File: config.mk
export PLATFORM = sky130hd
export DESIGN_NAME = skt_ctrl
export DESIGN_NICKNAME = d
export VERILOG_FILES = /design/src/hdl/skt_pkg.sv /design/src/hdl/skt_ctrl.sv
export SDC_FILE = /design/constraint.sdc
export NUM_CORES = 1
export LEC_CHECK = 0
export ABC_AREA = 1
export BUFFER_PORTS_ARGS = -buffer_cell sky130_fd_sc_hd__clkbuf_2
export CORE_AREA = 3 3 40 42
export CTS_CLUSTER_DIAMETER = 80
export DETAILED_ROUTE_END_ITERATION = 16
export DIE_AREA = 0 0 43 45
export PLACE_DENSITY = 0.43
export RECOVER_POWER = 50
export SETUP_SLACK_MARGIN = 0.1
export SYNTH_ARGS = -nofsm -noshare
export SYNTH_HDL_FRONTEND = slang
export SYNTH_SLANG_ARGS = --single-unit
File: constraint.sdc
create_clock -name clk -period 1.4 [get_ports clk]
set_clock_uncertainty 0.1 [all_clocks]
set_input_delay 0.14 -clock clk [delete_from_list [all_inputs] [get_ports clk]]
set_output_delay 0.14 -clock clk [all_outputs]
set_load 0.02 [all_outputs]
File: src/hdl/skt_pkg.sv
package skt_pkg;

    localparam int TABLE_DEPTH = 256;
    localparam int KEY_W       = 64;
    localparam int IDX_W       = $clog2(TABLE_DEPTH);
    localparam int CNT_W       = $clog2(TABLE_DEPTH + 1);
    localparam int GRP_SIZE    = 16;
    localparam int GRP_W       = $clog2(GRP_SIZE);
    localparam int NUM_GRP     = (TABLE_DEPTH + GRP_SIZE - 1) / GRP_SIZE;
    localparam int GSEL_W      = (NUM_GRP > 1) ? $clog2(NUM_GRP) : 1;
    localparam int SLOT_W      = GSEL_W + GRP_W;
    localparam int PAD_DEPTH   = NUM_GRP * GRP_SIZE;

    typedef logic [1:0]       op_t;
    typedef logic [KEY_W-1:0] key_t;
    typedef logic [1:0]       status_t;
    typedef logic [7:0]       slot_t;
    typedef logic [8:0]       count_t;
    typedef logic [CNT_W-1:0] cnt_t;

    localparam op_t OP_INSERT = 2'd0;
    localparam op_t OP_REMOVE = 2'd1;
    localparam op_t OP_FIND   = 2'd2;

    localparam status_t ST_OK        = 2'd0;
    localparam status_t ST_DUPLICATE = 2'd1;
    localparam status_t ST_NOT_FOUND = 2'd2;
    localparam status_t ST_FULL      = 2'd3;

    typedef struct packed {
        logic    load;
        logic    cmp;
        logic    enc;
        logic    shift_ins;
        logic    shift_rem;
        logic    out_load;
        status_t status;
    } cmd_t;

    typedef struct packed {
        op_t  op;
        logic hit;
        logic full;
    } stat_t;

endpackage

File: src/hdl/skt_ctrl.sv
module skt_ctrl (
    input  logic           clk,
    input  logic           rst_n,
    input  logic           req_valid,
    output logic           req_ready,
    output logic           rsp_valid,
    input  logic           rsp_ready,
    input  skt_pkg::stat_t stat,
    output skt_pkg::cmd_t  cmd
);
    import skt_pkg::*;

    localparam logic [1:0] S_IDLE = 2'd0;
    localparam logic [1:0] S_CMP  = 2'd1;
    localparam logic [1:0] S_ENC  = 2'd2;
    localparam logic [1:0] S_FIN  = 2'd3;

    logic [1:0] state_reg;
    logic [1:0] state_next;
    logic       out_valid_reg;
    logic       out_valid_next;
    logic       req_fire;
    logic       out_free;

    assign req_ready = (state_reg == S_IDLE);
    assign req_fire  = req_valid && req_ready;
    assign rsp_valid = out_valid_reg;
    assign out_free  = !out_valid_reg || rsp_ready;

    always_comb
    begin
        state_next = state_reg;
        cmd        = '0;
        cmd.status = ST_OK;
        unique case (state_reg)
            S_IDLE:
            begin
                if (req_fire)
                begin
                    cmd.load   = 1'b1;
                    state_next = S_CMP;
                end
            end
            S_CMP:
            begin
                cmd.cmp    = 1'b1;
                state_next = S_ENC;
            end
            S_ENC:
            begin
                cmd.enc    = 1'b1;
                state_next = S_FIN;
            end
            S_FIN:
            begin
                unique case (stat.op)
                    OP_INSERT:
                    begin
                        if (stat.hit)
                            cmd.status = ST_DUPLICATE;
                        else if (stat.full)
                            cmd.status = ST_FULL;
                        else
                            cmd.shift_ins = out_free;
                    end
                    OP_REMOVE:
                    begin
                        if (stat.hit)
                            cmd.shift_rem = out_free;
                        else
                            cmd.status = ST_NOT_FOUND;
                    end
                    default:
                    begin
                        if (!stat.hit)
                            cmd.status = ST_NOT_FOUND;
                    end
                endcase
                if (out_free)
                begin
                    cmd.out_load = 1'b1;
                    state_next   = S_IDLE;
                end
            end
            default:
            begin
                state_next = S_IDLE;
            end
        endcase
    end

    always_comb
    begin
        if (cmd.out_load)
            out_valid_next = 1'b1;
        else if (rsp_ready)
            out_valid_next = 1'b0;
        else
            out_valid_next = out_valid_reg;
    end

    always_ff @(posedge clk or negedge rst_n)
    begin
        if (!rst_n)
        begin
            state_reg     <= S_IDLE;
            out_valid_reg <= 1'b0;
        end
        else
        begin
            state_reg     <= state_next;
            out_valid_reg <= out_valid_next;
        end
    end

    a_fire_to_cmp: assert property (@(posedge clk) disable iff (!rst_n)
        req_fire |=> state_reg == S_CMP)
        else $error("accepted request did not enter compare");

    a_no_overwrite: assert property (@(posedge clk) disable iff (!rst_n)
        cmd.out_load |-> (!out_valid_reg || rsp_ready))
        else $error("result register overwritten while held");

    a_one_shift: assert property (@(posedge clk) disable iff (!rst_n)
        !(cmd.shift_ins && cmd.shift_rem))
        else $error("insert and remove shift together");

endmodule

==> summary.md, run 1 <==
The met2 usage was 0.1198; the number of levels in the clock H-tree was 1. The tools report the number of design-rule violations left by the first detailed-router iteration as 6. For this run, design rule violations remaining after detail routing come to 0.

Layout-stage area growth over the synthesis result: 86.84%. The kind of end point of the critical path is an output port. The analysis attributes to cell leakage a power of 0.2940 nW.

The count of inserted antenna diode cells is 0. The number of buffers on the longest clock path came out at 2. The run gives 0.2220 as the starting utilization of the core area.

The flip-flop and latch count after synthesis is 3. Timing would allow up to 0.7162 GHz. The detailed router placed 318 vias in this run. The cell count after synthesis came out at 43. The HPWL reported at the end of detailed placement was 525.2 um; the net count after synthesis was 55. The logs give 79 for the number of nets in the finished design and 0 for the final setup violation count. Mean number of vias per cell: 3.926. The tool flagged a number of max-cap violations equal to 0. The fraction of final layout cells with drive strength greater than 1 is 0.5000, and the number of antenna violations at the first check in global routing is 0. Routability-driven placement finished with a final weighted congestion of 0.6546. The total clock sinks is 3, and the area of all placed cells without fillers is 533.0 um2.

OpenSTA, run right after detailed placement, puts the worst setup slack at 102.2 ps. The power per standard cell area came out at 2074 nW/um2. The x dimension of the die is 43 um, and the post-route antenna net violation count is 0.

The tightest hold path in the finished design has a slack of 139.6 ps. The tools report the area enclosed by the die boundary as 1935 um2. The run finished with clean final reports.

The tools report the clock root buffer as sky130_fd_sc_hd__clkbuf_4. The routing usage on met3 is 0.01992. The buffer and inverter count on the worst path works out to 1.

The global routing's busiest layer is met2. The y dimension of the die is 45 um, and the final wirelength is 694 um. TritonCTS built the clock tree. Leaving out fill and tap cells, the most frequent cells in the layout are 13 x sky130_fd_sc_hd__nand2_1, 9 x sky130_fd_sc_hd__inv_1, 6 x sky130_fd_sc_hd__clkbuf_2. The register with the most flip-flops in the layout has 2 of them. The row count is 13, and the clock buffer count from CTS is 3. On the worst path, the slowest cell contributes a delay of 400 ps. Category of the critical setup timing path: flip-flop to output port.

The run gives 230 ps as the clock latency of the later-clocked register in the worst-skew pair. The run gives 0.2632 as the part of the Yosys area used for sequential elements. The pre-antenna-repair detailed-routing pass consisted of 2 iterations. The first global-routing pass estimated 1021 um of wire. The placed standard-cell area was 381.6 um2.

The kind of start point of the critical path is a flip-flop. Number of input and output port buffers inserted: 17. For the via count of the first global-routing pass, the log shows 288.

For the count of unique library cells instantiated by Yosys, the log shows 11. The min-delay analysis places its worst path in the category input pin to async pin. For the worst max-slew margin expressed relative to the limit, the log shows 0.8369. The completed layout was analyzed and its total power is 1.106 mW. Setup repair after global routing could not meet its margin everywhere. The count of final max-slew check failures was 0; the highest fanout seen on the critical path was 4. The final worst-path cycle share is 0.9973. The setup check on the worst reg-to-reg path leaves a slack of 180 ps. Grouping stages by cell kind, the critical path spends the most delay in flip-flops.

IR analysis of the VDD net gives a maximum drop of 0.0008700 V. The final critical delay including setup and external delays is 1396 ps. The met1 track demand over resource in global routing came out at 0.07246.

Pin placement for this block handled 18 I/O pins. The critical path goes through ha_4 -> nand2_1 -> a31oi_1 -> buf_4. The clock-pin slew of the registers on the worst-case setup and hold paths was 30 ps. The global router's overall resource usage is 0.07000. At the pin with the least slew margin, the transition time is 245.6 ps. Leaving out fill and tap cells, the most frequent cell in the layout is sky130_fd_sc_hd__nand2_1. The summed instance area of the synthesized netlist came out at 285.3 um2.

During synthesis, Yosys emitted a total of 0 warnings. Entering global routing, the biggest net connects 5 pins. After global routing the overflow that remains totals 0. For the final count of hold timing violations, the log shows 0.

The average footprint of a synthesized cell was 6.634 um2. Dividing the detail-routed wire length by the instance count gives 8.568 um. The required time of the worst setup path is 1160 ps, and the logic depth of the worst path, buffers included is 4. Setup slack closes at 3.753 ps.

Slowest cell on the critical path: sky130_fd_sc_hd__dfrtp_2. Data arrival at the endpoint of the critical path: 1160 ps. The core region is 1285 um2. Measured in cells, the most critical reg-to-reg path has a length of 6.
## worst reg2reg max path: cells and delay by family, from the launching register on
kind,cells,cell delay (ps)
adders and majority gates,1,190
buffers and inverters,1,130
DFF,1,430
and+or+nand+nor,4,250
## cell families (layout without fill, tap and decap cells)
family / Yosys count / count (layout) / share of synthesized area
AND/OR/NAND/NOR: 22 / 22 / 0.3553
buffers and inverters: 13 / 36 / 0.1842
adder cells (fa/ha/maj): 4 / 4 / 0.1754
flip-flops: 3 / 3 / 0.2632
AO/OA/AOI/OAI: 1 / 1 / 0.02194
## routing by layer
metal | wire length (um) | vias up
met4 | 0 | 0
met2 | 386 | 8
met3 | 46 | 0
met5 | 0 | -
li1 | - | 171
met1 | 261 | 139
## worst paths after layout
kind / from / endpoint
max: state_reg[1] / cmd[1]
min reg2reg: state_reg[0] / state_reg[0]
max in group asynchronous: rst_n / state_reg[1]
min in group clk: rsp_ready / rsp_valid
max reg2reg: state_reg[1] / state_reg[1]
min: rst_n / rsp_valid
## power by group
group	internal [mW]	switching (mW)
clock network	0.107	0.0410
registers	0.139	0.0607
logic	0.373	0.385
total	0.619	0.487
## metrics by stage
stage / utilization / std cells / setup TNS (ps)
floorplan: - / 43 / 0
global placement: 0.2970 / 74 / 0
detailed placement: 0.2970 / 74 / 0
CTS: 0.3797 / 81 / -241.6
global route: 0.4148 / 81 / -197.1
finish: 0.4148 / 81 / 0
## timing repair
action	in CTS	in global routing
hold endpoints to repair	3	0
buffers inserted	2	0
pin swaps	2	2
cloned	0	0
hold buffers	1	0
setup endpoints to repair	8	9
gates resized for setup	17	19
## layout make-up
cell class | count | area [um2]
clock buffer | 4 | 26.28
fill | 151 | 752.0
inverter | 12 | 45.04
multi-input combinational | 27 | 200.2
sequential | 3 | 77.57
tap | 15 | 18.77
timing repair buffer | 20 | 165.2
## synthesized netlist by cell type
| master | n | area share |
|---|---|---|
| sky130_fd_sc_hd__nand3_1 | 3 | 0.053 |
| sky130_fd_sc_hd__nor3_2 | 1 | 0.035 |
| sky130_fd_sc_hd__dfrtp_1 | 3 | 0.26 |
| sky130_fd_sc_hd__nand2_1 | 14 | 0.18 |
| sky130_fd_sc_hd__nand2_2 | 1 | 0.022 |
| sky130_fd_sc_hd__a31oi_1 | 1 | 0.022 |
| sky130_fd_sc_hd__inv_1 | 12 | 0.16 |
| sky130_fd_sc_hd__buf_4 | 1 | 0.026 |
| sky130_fd_sc_hd__nand3_2 | 1 | 0.035 |
| sky130_fd_sc_hd__nor2_1 | 2 | 0.026 |
| sky130_fd_sc_hd__ha_1 | 4 | 0.18 |
No activity file was read; power rests on OpenSTA's default activity.
==> inputs of run 2 (changes only) <==
--- a/config.mk
+++ b/config.mk
@@ -13,6 +13,7 @@
 export DIE_AREA = 0 0 43 45
 export PLACE_DENSITY = 0.43
 export RECOVER_POWER = 50
+export REMOVE_ABC_BUFFERS = 1
 export SETUP_SLACK_MARGIN = 0.1
 export SYNTH_ARGS = -nofsm -noshare
 export SYNTH_HDL_FRONTEND = slang
==> summary.md, run 2 (synthesis results as in run 1) <==
The worst register-to-register path ends at state_reg[0]. The x dimension of the die works out to 43 um (unchanged). The switching power total came out at 0.4692 mW (-3.6%). The wire length of the first global-routing pass was 952 um (-6.8%). The row count is 13 (unchanged), and the mean number of vias per cell is 3.914 (-0.31%). The power per standard cell area was 2066 nW/um2 (-0.41%). Leaving out fill and tap cells, the most frequent cell in the layout is sky130_fd_sc_hd__nand2_1. The area enclosed by the die boundary was 1935 um2 (unchanged). The clock-pin slew of the registers on the worst-case setup and hold paths was 30 ps (about the same).

The checks that failed: setup timing. The worst hold path was traced through 4 stages. The final count of hold timing violations is 0 (unchanged), and the aggregate global routing overflow is 0 (unchanged). The count of inserted antenna diode cells is 0 (unchanged).

Clock root buffer: sky130_fd_sc_hd__clkbuf_4. The tools report the number of vias after detailed routing as 317 (-0.31%). For the core utilization of the finished layout, the log shows 0.3866 (-0.02824). The count of final max-slew check failures is 0 (unchanged), and the highest fanout seen on the critical path is 4 (unchanged). Startpoint of the worst register-to-register path: state_reg[1].

The via count of the first global-routing pass was 276 (-4.2%). The top cell types in the final layout, fill and taps aside, are 12 x sky130_fd_sc_hd__nand2_1, 9 x sky130_fd_sc_hd__inv_1, 7 x sky130_fd_sc_hd__clkbuf_2. Number of buffers on the longest clock path: 2 (unchanged). The number of input and output port buffers inserted was 17 (unchanged); the portion of total power attributed to the clock network was 0.142 (+0.009).

The tools report the setup total negative slack as -16.93 ps (-16.93 ps). The area of the multi-input gates was 190.2 um2 (-5.0%); the internal power of the cells was 0.5569 mW (-10%). The timing-limited maximum frequency came out at 0.7087 GHz (-1.0%). The register-to-register setup slack is 190 ps (about the same). The flow ran to the end, but the final reports show violations. The final critical delay including setup and external delays works out to 1411 ps (+14.77 ps).

For the final setup violation count, the log shows 2 (+2). The total clock sinks is 3 (unchanged). The critical path is of the flip-flop to output port type. The tools report the portion of total power attributed to combinational logic as 0.667 (-0.019). The number of levels in the clock H-tree is 1 (unchanged). The worst-case reg-to-reg path depth is 6 (unchanged), and the number of nets in the finished design is 79 (unchanged).

Boundary pin count: 18 (unchanged). Setup repair after global routing could not meet its margin everywhere. The tools report the highest ir drop seen on vdd as 0.0008417 V (-3.3%). TritonCTS built the clock tree. The run gives 4 (+2) as the number of iterations in the first detailed-routing pass. For hold timing, the worst endpoint is rsp_valid.

The data arrival at the endpoint of the critical path came out at 1170 ps (about the same). The number of filler instances in the final layout was 146 (-3.3%); the clock buffer count from CTS was 3 (unchanged). Required time of the worst setup path: 1160 ps (about the same). The area used by sequential logic in the layout was 76.32 um2 (-1.6%).

Relative to the synthesized area, the layout overhead comes to 74.12%. The pin count of the biggest net entering global routing came out at 5 (unchanged). The placed standard-cell area came out at 381.6 um2 (unchanged). The number of design-rule violations left by the first detailed-router iteration was 6 (unchanged). For the area of all placed cells without fillers, the log shows 496.7 um2 (-6.8%). STA classifies the critical path endpoint as an output port. The switching portion of total power was 0.4573 (+0.01683); the leakage power summed over all cells was 0.2879 nW (-2.1%). The worst hold path begins at rsp_ready. The total DRC errors in the routed layout is 0 (unchanged).

Y dimension of the die: 45 um (unchanged). The number of antenna violations at the first check in global routing was 0 (unchanged); the placeable core region was 1285 um2 (unchanged). Max-cap violation count: 0 (unchanged). The worst hold-check path type was input pin to flip-flop. Clock latency of the later-clocked register in the worst-skew pair: 230 ps (about the same).

The starting utilization of the core area was 0.2220 (unchanged); the measured slew at the worst slew-check pin was 178.5 ps (-67.11 ps). The final worst-path cycle share was 1.008 (+0.01055). For the worst max-slew margin expressed relative to the limit, the log shows 0.8810 (+0.04404).

The weighted congestion at the end of routability-driven global placement came out at 0.6663 (+1.8%). The average wire length per cell after detail routing is 8.494 um (-0.86%), and the worst setup slack before clock tree synthesis is 90.72 ps (-11.43 ps). The logs give 0.190 (+0.009) for the sequential share of power and 688 um (-0.86%) for the final wirelength. The post-route antenna net violation count came out at 0 (unchanged). The fraction of final layout cells with drive strength greater than 1 was 0.5000 (unchanged). The worst setup path is launched from a flip-flop. The tools report the global router's overall resource usage as 0.06839 (-0.001610).

The HPWL reported at the end of detailed placement came out at 516.8 um (-1.6%). The run gives -11.02 ps (-14.77 ps) as the post-route worst setup slack. The flip-flop count of the largest register, all copies and words added is 2 (unchanged).
run 2: changes by cell type in the layout (fill, tap and decap cells not counted), sizes merged:
cell	before	now
clkbuf	14	13
buf	9	10
run 2: worst max path at each step:
stage | startpoint | to | slack, ps | cells after the start
6_report | state_reg[1] | cmd[1] | -10 | 4
5_1_grt | state_reg[1] | cmd[4] | -80 | 4
4_1_cts | state_reg[0] | cmd[7] | -60 | 5
3_5_place_dp | state_reg[0] | cmd[4] | 90 | 4
3_3_place_gp | state_reg[0] | cmd[4] | 120 | 4
2_1_floorplan | state_reg[0] | state_reg[1] | 140 | 5
run 2: power groups by stage:
| stage | clock (mW) | combinational [mW] | sequential (mW) |
|---|---|---|---|
| floorplan | 0 | 0.358 | 0.185 |
| global placement | 0 | 0.511 | 0.177 |
| detailed placement | 0 | 0.505 | 0.175 |
| CTS | 0.156 | 0.608 | 0.186 |
| global route | 0.164 | 0.749 | 0.201 |
| finish | 0.146 | 0.685 | 0.195 |
run 2: worst max-delay path: stages (launching register included):
cell,delay (ps)
sky130_fd_sc_hd__dfrtp_1,420
sky130_fd_sc_hd__ha_4,180
sky130_fd_sc_hd__nand2_1,50
sky130_fd_sc_hd__a31oi_1,130
sky130_fd_sc_hd__buf_4,160
run 2: stage by stage:
step / hold WS, ps / power (mW) / std cells
6_report: 122.0 / 1.026 / 81
5_1_grt: 145.5 / 1.115 / 81
4_1_cts: 113.3 / 0.9493 / 81
3_5_place_dp: -160.4 / 0.6803 / 74
3_3_place_gp: -159.7 / 0.6875 / 74
2_1_floorplan: -255.6 / 0.5428 / 42
run 2: per-layer routing:
metal | track usage | share of wire
met2 | 0.09880 | 0.51
met5 | 0 | 0
met3 | 0.02390 | 0.077
met4 | 0.07229 | 0
met1 | 0.07506 | 0.41
run 2: layout make-up:
class / instances / share of cell area
Timing Repair Buffer: 20 / 0.2821
Sequential cell: 3 / 0.1537
Tap cell: 15 / 0.03778
Clock buffer: 4 / 0.05290
Inverter: 12 / 0.09068
Multi-Input combinational cell: 27 / 0.3829
run 2: what timing repair did:
item,in CTS,in global routing
gates cloned,0,0
hold endpoints to repair,3,0
hold buffers,1,0
pin swaps,1,4
endpoints found under the setup margin,8,9
gates resized for setup,12,18
buffers inserted,2,0
